===== src/design/gcdlcm_pkg.sv =====
`timescale 1ns / 1ps

package gcdlcm_pkg;

   localparam int OPERAND_WIDTH  = 32;
   localparam int FIELD_WIDTH    = 32;
   localparam int MULTIPLE_WIDTH = 64;
   localparam int PRODUCT_WIDTH  = 2 * OPERAND_WIDTH;
   localparam int COUNT_WIDTH    = $clog2(OPERAND_WIDTH);
   localparam int REQ_DATA_WIDTH = 2 * FIELD_WIDTH;
   localparam int RSP_DATA_WIDTH = FIELD_WIDTH + MULTIPLE_WIDTH;

   localparam logic [COUNT_WIDTH-1:0] COUNT_LAST = COUNT_WIDTH'(OPERAND_WIDTH - 1);

   typedef struct packed {
      logic load;
      logic start_euclid;
      logic start_quotient;
      logic div_step;
      logic euclid_update;
      logic multiply;
      logic result_load;
   } dp_cmd_type;

   typedef struct packed {
      logic zero_both;
      logic small_zero;
      logic div_last;
      logic result_free;
   } dp_status_type;

endpackage


===== src/design/gcd_lcm_unit.sv =====
// Euclid remainder steps and the final quotient step use the shared one-bit-per-cycle
// restoring divider; a pair with both operands zero skips the divider.
// One beat at a time: the next beat is taken once the result is in the output register.
// Reset: synchronous, active high; clears the controller and the output valid flag.
`timescale 1ns / 1ps

module gcd_lcm_unit
   import gcdlcm_pkg::*;
(
   input  logic                      clock,
   input  logic                      reset,
   input  logic                      req_tvalid,
   output logic                      req_tready,
   input  logic [REQ_DATA_WIDTH-1:0] req_tdata,  // first_operand, second_operand
   output logic                      rsp_tvalid,
   input  logic                      rsp_tready,
   output logic [RSP_DATA_WIDTH-1:0] rsp_tdata,  // divisor_result, multiple_result
   output logic [0:0]                rsp_tuser   // zero_error
);

   dp_cmd_type    cmd;
   dp_status_type status;

   gcdlcm_ctrl u_ctrl (
      .clock      (clock),
      .reset      (reset),
      .req_tvalid (req_tvalid),
      .req_tready (req_tready),
      .status     (status),
      .cmd        (cmd)
   );

   gcdlcm_dp u_dp (
      .clock      (clock),
      .reset      (reset),
      .cmd        (cmd),
      .status     (status),
      .req_tdata  (req_tdata),
      .rsp_tvalid (rsp_tvalid),
      .rsp_tready (rsp_tready),
      .rsp_tdata  (rsp_tdata),
      .rsp_tuser  (rsp_tuser)
   );

endmodule


===== src/design/gcdlcm_ctrl.sv =====
`timescale 1ns / 1ps

module gcdlcm_ctrl
   import gcdlcm_pkg::*;
(
   input  logic          clock,
   input  logic          reset,
   input  logic          req_tvalid,
   output logic          req_tready,
   input  dp_status_type status,
   output dp_cmd_type    cmd
);

   localparam logic [2:0] ST_IDLE   = 3'd0;
   localparam logic [2:0] ST_CHECK  = 3'd1;
   localparam logic [2:0] ST_EDIV   = 3'd2;
   localparam logic [2:0] ST_EUPD   = 3'd3;
   localparam logic [2:0] ST_QDIV   = 3'd4;
   localparam logic [2:0] ST_MUL    = 3'd5;
   localparam logic [2:0] ST_FINISH = 3'd6;

   logic [2:0] state_ff;
   logic [2:0] state_in;

   assign req_tready = (state_ff == ST_IDLE);

   always_comb begin
      state_in = state_ff;
      cmd      = '0;
      unique case (state_ff)
         ST_IDLE: begin
            if (req_tvalid) begin
               cmd.load = 1'b1;
               state_in = ST_CHECK;
            end
         end
         ST_CHECK: begin
            priority if (status.zero_both) begin
               state_in = ST_FINISH;
            end else if (status.small_zero) begin
               cmd.start_quotient = 1'b1;
               state_in           = ST_QDIV;
            end else begin
               cmd.start_euclid = 1'b1;
               state_in         = ST_EDIV;
            end
         end
         ST_EDIV: begin
            cmd.div_step = 1'b1;
            if (status.div_last) begin
               state_in = ST_EUPD;
            end
         end
         ST_EUPD: begin
            cmd.euclid_update = 1'b1;
            state_in          = ST_CHECK;
         end
         ST_QDIV: begin
            cmd.div_step = 1'b1;
            if (status.div_last) begin
               state_in = ST_MUL;
            end
         end
         ST_MUL: begin
            cmd.multiply = 1'b1;
            state_in     = ST_FINISH;
         end
         ST_FINISH: begin
            if (status.result_free) begin
               cmd.result_load = 1'b1;
               state_in        = ST_IDLE;
            end
         end
         default: begin
            state_in = ST_IDLE;
         end
      endcase
   end

   always_ff @(posedge clock) begin
      if (reset) begin
         state_ff <= ST_IDLE;
      end else begin
         state_ff <= state_in;
      end
   end

endmodule


===== src/design/gcdlcm_dp.sv =====
`timescale 1ns / 1ps

module gcdlcm_dp
   import gcdlcm_pkg::*;
(
   input  logic                      clock,
   input  logic                      reset,
   input  dp_cmd_type                cmd,
   output dp_status_type             status,
   input  logic [REQ_DATA_WIDTH-1:0] req_tdata,
   output logic                      rsp_tvalid,
   input  logic                      rsp_tready,
   output logic [RSP_DATA_WIDTH-1:0] rsp_tdata,
   output logic [0:0]                rsp_tuser
);

   logic [OPERAND_WIDTH-1:0] op_a;
   logic [OPERAND_WIDTH-1:0] op_b;

   logic [OPERAND_WIDTH-1:0] large_ff;
   logic [OPERAND_WIDTH-1:0] least_ff;
   logic [OPERAND_WIDTH-1:0] big_ff;
   logic [OPERAND_WIDTH-1:0] small_ff;
   logic [OPERAND_WIDTH-1:0] rem_ff;
   logic [OPERAND_WIDTH-1:0] quo_ff;
   logic [OPERAND_WIDTH-1:0] dvs_ff;
   logic [COUNT_WIDTH-1:0]   cnt_ff;
   logic [PRODUCT_WIDTH-1:0] prod_ff;
   logic                     zero_ff;

   logic [FIELD_WIDTH-1:0]    out_divisor_ff;
   logic [MULTIPLE_WIDTH-1:0] out_multiple_ff;
   logic                      out_error_ff;
   logic                      out_valid_ff;
   logic                      out_valid_in;

   logic [OPERAND_WIDTH:0]   shifted;
   logic [OPERAND_WIDTH:0]   diff;
   logic                     fits;

   assign op_a = req_tdata[OPERAND_WIDTH-1:0];
   assign op_b = req_tdata[FIELD_WIDTH +: OPERAND_WIDTH];

   // One restoring division step: shift in the next dividend bit, subtract if it fits.
   assign shifted = {rem_ff, quo_ff[OPERAND_WIDTH-1]};
   assign diff    = shifted - {1'b0, dvs_ff};
   assign fits    = !diff[OPERAND_WIDTH];

   assign status.zero_both   = zero_ff;
   assign status.small_zero  = (small_ff == '0);
   assign status.div_last    = (cnt_ff == COUNT_LAST);
   assign status.result_free = !out_valid_ff || rsp_tready;

   always_ff @(posedge clock) begin
      if (cmd.load) begin
         zero_ff <= (op_a == '0) && (op_b == '0);
         if (op_a < op_b) begin
            large_ff <= op_b;
            least_ff <= op_a;
            big_ff   <= op_b;
            small_ff <= op_a;
         end else begin
            large_ff <= op_a;
            least_ff <= op_b;
            big_ff   <= op_a;
            small_ff <= op_b;
         end
      end else if (cmd.euclid_update) begin
         big_ff   <= small_ff;
         small_ff <= rem_ff;
      end

      if (cmd.start_euclid) begin
         quo_ff <= big_ff;
         dvs_ff <= small_ff;
         rem_ff <= '0;
         cnt_ff <= '0;
      end else if (cmd.start_quotient) begin
         // Smaller operand over the divisor; the multiple is then the larger times this.
         quo_ff <= least_ff;
         dvs_ff <= big_ff;
         rem_ff <= '0;
         cnt_ff <= '0;
      end else if (cmd.div_step) begin
         rem_ff <= fits ? diff[OPERAND_WIDTH-1:0] : shifted[OPERAND_WIDTH-1:0];
         quo_ff <= {quo_ff[OPERAND_WIDTH-2:0], fits};
         cnt_ff <= cnt_ff + COUNT_WIDTH'(1);
      end

      if (cmd.multiply) begin
         prod_ff <= PRODUCT_WIDTH'(large_ff) * PRODUCT_WIDTH'(quo_ff);
      end

      if (cmd.result_load) begin
         if (zero_ff) begin
            out_divisor_ff  <= '0;
            out_multiple_ff <= '0;
            out_error_ff    <= 1'b1;
         end else begin
            out_divisor_ff  <= FIELD_WIDTH'(big_ff);
            out_multiple_ff <= MULTIPLE_WIDTH'(prod_ff);
            out_error_ff    <= 1'b0;
         end
      end
   end

   always_comb begin
      out_valid_in = out_valid_ff;
      priority if (cmd.result_load) begin
         out_valid_in = 1'b1;
      end else if (rsp_tready) begin
         out_valid_in = 1'b0;
      end
   end

   always_ff @(posedge clock) begin
      if (reset) begin
         out_valid_ff <= 1'b0;
      end else begin
         out_valid_ff <= out_valid_in;
      end
   end

   assign rsp_tvalid   = out_valid_ff;
   assign rsp_tdata    = {out_multiple_ff, out_divisor_ff};
   assign rsp_tuser[0] = out_error_ff;

endmodule


===== config.mk =====
export PLATFORM = sky130hd
export DESIGN_NAME = gcd_lcm_unit
export DESIGN_NICKNAME = d
export VERILOG_FILES = /design/src/design/gcdlcm_pkg.sv /design/src/design/gcd_lcm_unit.sv /design/src/design/gcdlcm_ctrl.sv /design/src/design/gcdlcm_dp.sv
export SDC_FILE = /design/constraint.sdc
export NUM_CORES = 2
export LEC_CHECK = 0
export BUFFER_PORTS_ARGS = -buffer_cell sky130_fd_sc_hd__buf_4
export CAP_MARGIN = 20
export CORE_ASPECT_RATIO = 0.7
export CORE_MARGIN = 5
export CORE_UTILIZATION = 55
export CTS_CLUSTER_SIZE = 30
export DETAILED_ROUTE_END_ITERATION = 8
export GPL_TIMING_DRIVEN = 0
export PLACE_DENSITY = 0.73
export RECOVER_POWER = 100
export SLEW_MARGIN = 0
export SYNTH_ARGS = -nofsm -noshare
export SYNTH_HDL_FRONTEND = slang
export SYNTH_SLANG_ARGS = --single-unit

===== constraint.sdc =====
create_clock -name clock -period 9.4 [get_ports clock]
set_input_delay 0.47 -clock clock [delete_from_list [all_inputs] [get_ports clock]]
set_output_delay 0.47 -clock clock [all_outputs]
set_load 0.05 [all_outputs]

Word level (Yosys, flattened, before mapping)
Index checks and enable logic that the tools add are counted.

word-level totals
  register bits = 395
  input port bits = 68

operators by class
  $add $sub $neg = 2
  multiply operators = 1
  order comparisons = 1
  eq/ne operators = 11
  mux-type cells = 33
  reduce and logical (&&, ||, !) cells = 15

operators with widths
  operator               count
  $mux W32               12
  $logic_not A32 Y1      3
  $mul A32 B32 Y64       1
  $sub A33 B32 Y33       1
  $lt A32 B32 Y1         1
  $pmux W3 S7            1
  $mux W3                6
  $mux W1                12
  $eq A3 B3 Y1 const B   3
  $ne A2 B2 Y1 const B   4
  $eq A3 B2 Y1 const B   2
  $reduce_bool A2 Y1     3
  $add A5 B1 Y5 const B  1
  $eq A5 B5 Y1 const B   1
  $mux W2                2
  $reduce_and A4 Y1      1
  $reduce_or A2 Y1       2
  $eq A3 B1 Y1 const B   1
  $logic_not A3 Y1       1
  $reduce_bool A3 Y1     1
  $logic_not A1 Y1       2
  $logic_and A1 B1 Y1    1
  $logic_or A1 B1 Y1     1

Longest topological paths before layout
  depth in word-level cells = 6
  depth in mapped cells = 30
  gate-level depth less buffers = 28

Modules after synthesis
A second synthesis with hierarchy kept.

second synthesis, totals
  cell total of the unflattened synthesis = 5070
  area total of the unflattened synthesis = 51734.6 um2

modules (own cells, without submodules)
  module       times used  cells an instance  area an instance (um2)  seq. area each (um2)
  gcdlcm_dp    1           5037               51478.1                 11390.9
  gcdlcm_ctrl  1           33                 256.5                   60.1

Least setup slack after synthesis
OpenSTA, ideal clock, no wires.

  kind = register to register
  from = register u_dp.quo_ff[17]
  to = register u_dp.prod_ff[61], data pin
  library setup time = 0.270 ns
  arrival = 7.105 ns
  required time = 9.130 ns
  slack = 2.025 ns
  cell stages (with the launch flop) = 29
  buffers on the path = 2
  clock period less this slack = 7.375 ns
  cells stage by stage = edfxtp_1 clkbuf_1 and2_1 fa_1 inv_1 fa_1 inv_1 fa_1 inv_1 fa_1 inv_1 fa_1 fa_1 fa_1 inv_1 fa_1 inv_1 ha_1 clkbuf_1 nand4_1 nand2b_1 a21o_1 a21oi_1 a2bb2oi_2 a31oi_2 o21ai_2 a41oi_2 o41ai_2 xor2_1

on the way
  cells in the longest elaborated chain, start to end = 1

ends and longest elaborated chain
  item                    line             text
  start, declared         gcdlcm_dp.sv:25  logic [OPERAND_WIDTH-1:0] quo_ff;
  start signal, assigned  gcdlcm_dp.sv:74  quo_ff <= big_ff;
  start signal, assigned  gcdlcm_dp.sv:80  quo_ff <= least_ff;
  start signal, assigned  gcdlcm_dp.sv:86  quo_ff <= {quo_ff[OPERAND_WIDTH-2:0], fits};
  $mul A32 B32 Y64        gcdlcm_dp.sv:91  prod_ff <= PRODUCT_WIDTH'(large_ff) * PRODUCT_WIDTH'(quo_ff);
  end signal, assigned    gcdlcm_dp.sv:91
  end, declared           gcdlcm_dp.sv:28  logic [PRODUCT_WIDTH-1:0] prod_ff;

Every way passes these cells.
A chain may end at the register's enable or synchronous reset.

Worst setup path after layout
  from = register u_dp.quo_ff[14]
  to = register u_dp.prod_ff[61], data pin

The elaborated chain is that of the path after synthesis.

==> key figures <==
Status
  • Status: finished with violations
  • Violated checks: max-capacitance violations, max-slew violations

Floorplanning
  • Die H: 268 um
  • # IOs: 167
  • Row count: 94
  • Die ar.: 101,000 um^2
  • Core area: 94,100 um^2
  • Die W: around 380 um
  • Initial Util: 0.555

Final layout
  • Ratio of cells with drive above 1 in the final layout: 0.0420
  • Cell area after layout: 55,700 um^2
  • Filler cell count: 8,324
  • Area Overhead vs Synth: 6.71%
  • Nets: roughly 6.6k
  • Core Util, Final: 0.592

Synthesis
  • Fraction of registers with async set or reset after synthesis: 0
  • Yosys reg bits: between 300 and 400
  • Most common flop cell mapped by yosys: edfxtp_1
  • Post-synth EDFFs: 354
  • Largest family of logic cells by synthesized area: adder cells
  • Synthesis Warnings: 0
  • Post-Syn Area per Cell: 10.4 um^2
  • Synth unique cells: 74
  • Synthesized Nets: between 6k and 7k
  • XOR/XNOR Fraction of Synth Area: 0.0166
  • Mapped Cells: roughly 5.0k
  • Post-Synth Simple-Gate Area: 0.143
  • Mux share of post-synthesis cell area: 0.0543
  • Compound-Gate Fraction of Synth Area: 0.0522
  • Synthesized cell area: 52,200 um^2
  • Sequential-to-total area share from yosys stat: 0.219
  • Adder-cell share of the synthesized area: 0.423

Critical path
  • Crit path max fanout: 10
  • Critical path's most frequent cell: fa_1
  • Worst EP arrival: about 9600 ps
  • Worst path buffer plus inverter count: 6
  • Slowest CP cell: clkbuf_1
  • Critical Path Start Type: flip-flop
  • Slowest stage delay, CP: roughly 980 ps
  • Family with the most delay on the worst path: adder cells
  • Req. time, crit path: 9730 ps
  • Endpoint class of the critical path: flip-flop
  • Critical path class: reg -> reg

Clock tree
  • Hold Buf Count CTS: 0
  • CTS tree: yes
  • Clock Path Buffers: 3
  • Clock sinks: 395
  • Latest clock arrival within the worst-skew pair: 620 ps
  • Clock-pin slew on the worst setup and hold paths: 70 ps
  • Clk root buf: clkbuf_16
  • CTS Buf Count: 42
  • Max H-tree Level: 2

Drt
  • WL final: 180,000 um
  • Via/cell ratio: ~6
  • Vias post-DR: 39.0k
  • Routed len/inst: 27.4 um
  • DRC: 0
  • Post-route antenna net violation count: 0
  • First-pass DRT Iterations: 6
  • Drt initial violations: 4,854

Flow run
  • Maxcap violations: 9

Timing
  • RSZ-0062 raised after global routing: no
  • Hold slack: approximately 30 ps
  • Relative slew margins: -0.714
  • Slew @ Worst Pin: 2570 ps
  • Final period util: 0.985
  • Final Setup Violations: 0
  • Worst Skew: 42.4 ps
  • Fin. max-slew vios: approximately 230
  • Final Hold Viols: 0
  • Clock period minus worst slack: a little over 9000 ps
  • Fmax: roughly 110 MHz
  • Fin Setup TNS: 0 ps

GRT
  • Global-route wire length before repair: between 200,000 and 300,000 um
  • Antenna violations before repair: 18
  • Largest net degree at the start of global routing: 40
  • Total GRT Usage: 0.359
  • Vias in the first global route: ~39k
  • Grt total ovfl: 0

Placed design
  • Placement Cell Area: 55,300 um^2
  • RePlAce Congestion: 1.03
  • I/O Buffers: 166
  • DP Wirelength: ~150,000 um

Worst hold path
  • Hold Crit Class: in -> reg
per-stage QoR:
step,std cells,setup WS [ps]
after global routing,6562,7.08
after global placement,6455,4.23
after CTS,6551,54.7
final,6574,140
after detailed placement,6473,-46.5
after floorplan,5041,2030
logic make-up after synthesis:
logic type / count (synthesis)
AND/OR/NAND/NOR: 1436
buffers and inverters: 1241
adder cells (fa/ha/maj): 1225
AO/OA/AOI/OAI: 429
flip-flops: 395
multiplexers: 218
XOR/XNOR: 97
synth_stat cells (55+ instances only):
cell | count | area, um^2
a21oi_1 | 136 | 681
nor2b_1 | 108 | 676
fa_1 | 897 | 18000
mux2_4 | 120 | 1800
nand2_1 | 549 | 2060
edfxtp_1 | 354 | 10600
o21ai_0 | 99 | 495
mux2i_1 | 58 | 581
ha_1 | 328 | 4100
inv_1 | 965 | 3620
and2_1 | 588 | 3680
xnor2_1 | 60 | 526
clkbuf_1 | 261 | 980
nor2_1 | 55 | 206
a21o_1 | 77 | 578
final timing paths:
kind | startpoint | endpoint | slack, ps | cells after the start
worst max-delay path | u_dp.quo_ff[14] | u_dp.prod_ff[61] | 140 | 25
worst min-delay path | reset | u_dp.rsp_tvalid | 30 | 2
worst max register to register | u_dp.quo_ff[14] | u_dp.prod_ff[61] | 140 | 25
worst min register to register | u_dp.cnt_ff[4] | u_dp.cnt_ff[4] | 470 | 2
sequential cells by signal, indices dropped and copies added, names as in the netlist:
register and flops:
u_ctrl.state_ff 3, u_dp.big_ff 32, u_dp.cnt_ff 5, u_dp.dvs_ff 32, u_dp.large_ff 32, u_dp.least_ff 32
u_dp.out_divisor_ff 32, u_dp.out_multiple_ff 64, u_dp.prod_ff 64, u_dp.quo_ff 32, u_dp.rem_ff 32, u_dp.rsp_tuser 1
u_dp.rsp_tvalid 1, u_dp.small_ff 32, u_dp.zero_ff 1
layer usage:
metal / GRT usage / up-vias / wire length (um)
met5: 0.00644 / - / 108
met4: 0.121 / 6 / 7650
met3: 0.142 / 426 / 28300
met2: 0.493 / 2664 / 71600
met1: 0.522 / 19700 / 72700
li1: - / 16200 / -
area by class of cell:
class,count,area [um^2],share of cell area
Clock buffer,55,1120,0.0201
Sequential cell,395,11500,0.206
Buffer,276,1090,0.0196
Timing Repair Buffer,192,1060,0.0190
Inverter,965,3620,0.0650
Tap cell,1248,1560,0.0280
Clock inverter,23,244,0.00438
Antenna cell,15,37.5,0.000674
Multi-Input combinational cell,3405,35500,0.638
timing repair:
item	4_1_cts	5_1_grt
gates cloned	0	0
setup buffers	0	4
gates resized for setup	2	98
setup endpoints to repair	2	11
cells in the final DEF, fill, tap and decap left out, types with 12 or more instances in the layout:
cell / instances
nor2b_1: 108
o21a_1: 12
nand4_1: 34
mux2i_1: 58
xnor2_1: 60
mux2_1: 121
xor2_1: 37
and2_1: 578
nor4_1: 26
o21ai_0: 101
a31oi_1: 20
and3_1: 15
a21oi_1: 136
fa_1: 897
nand3_1: 20
dfxtp_1: 41
edfxtp_1: 354
nor2_1: 55
a21o_1: 77
clkbuf_2: 34
nand2_1: 549
diode_2: 15
clkbuf_16: 43
ha_1: 328
mux2_2: 33
clkbuf_1: 367
o21bai_1: 17
inv_1: 965
buf_4: 67
Power is not shown: default switching activity piles up to over one toggle a cycle in this logic, so the estimate is an artifact.
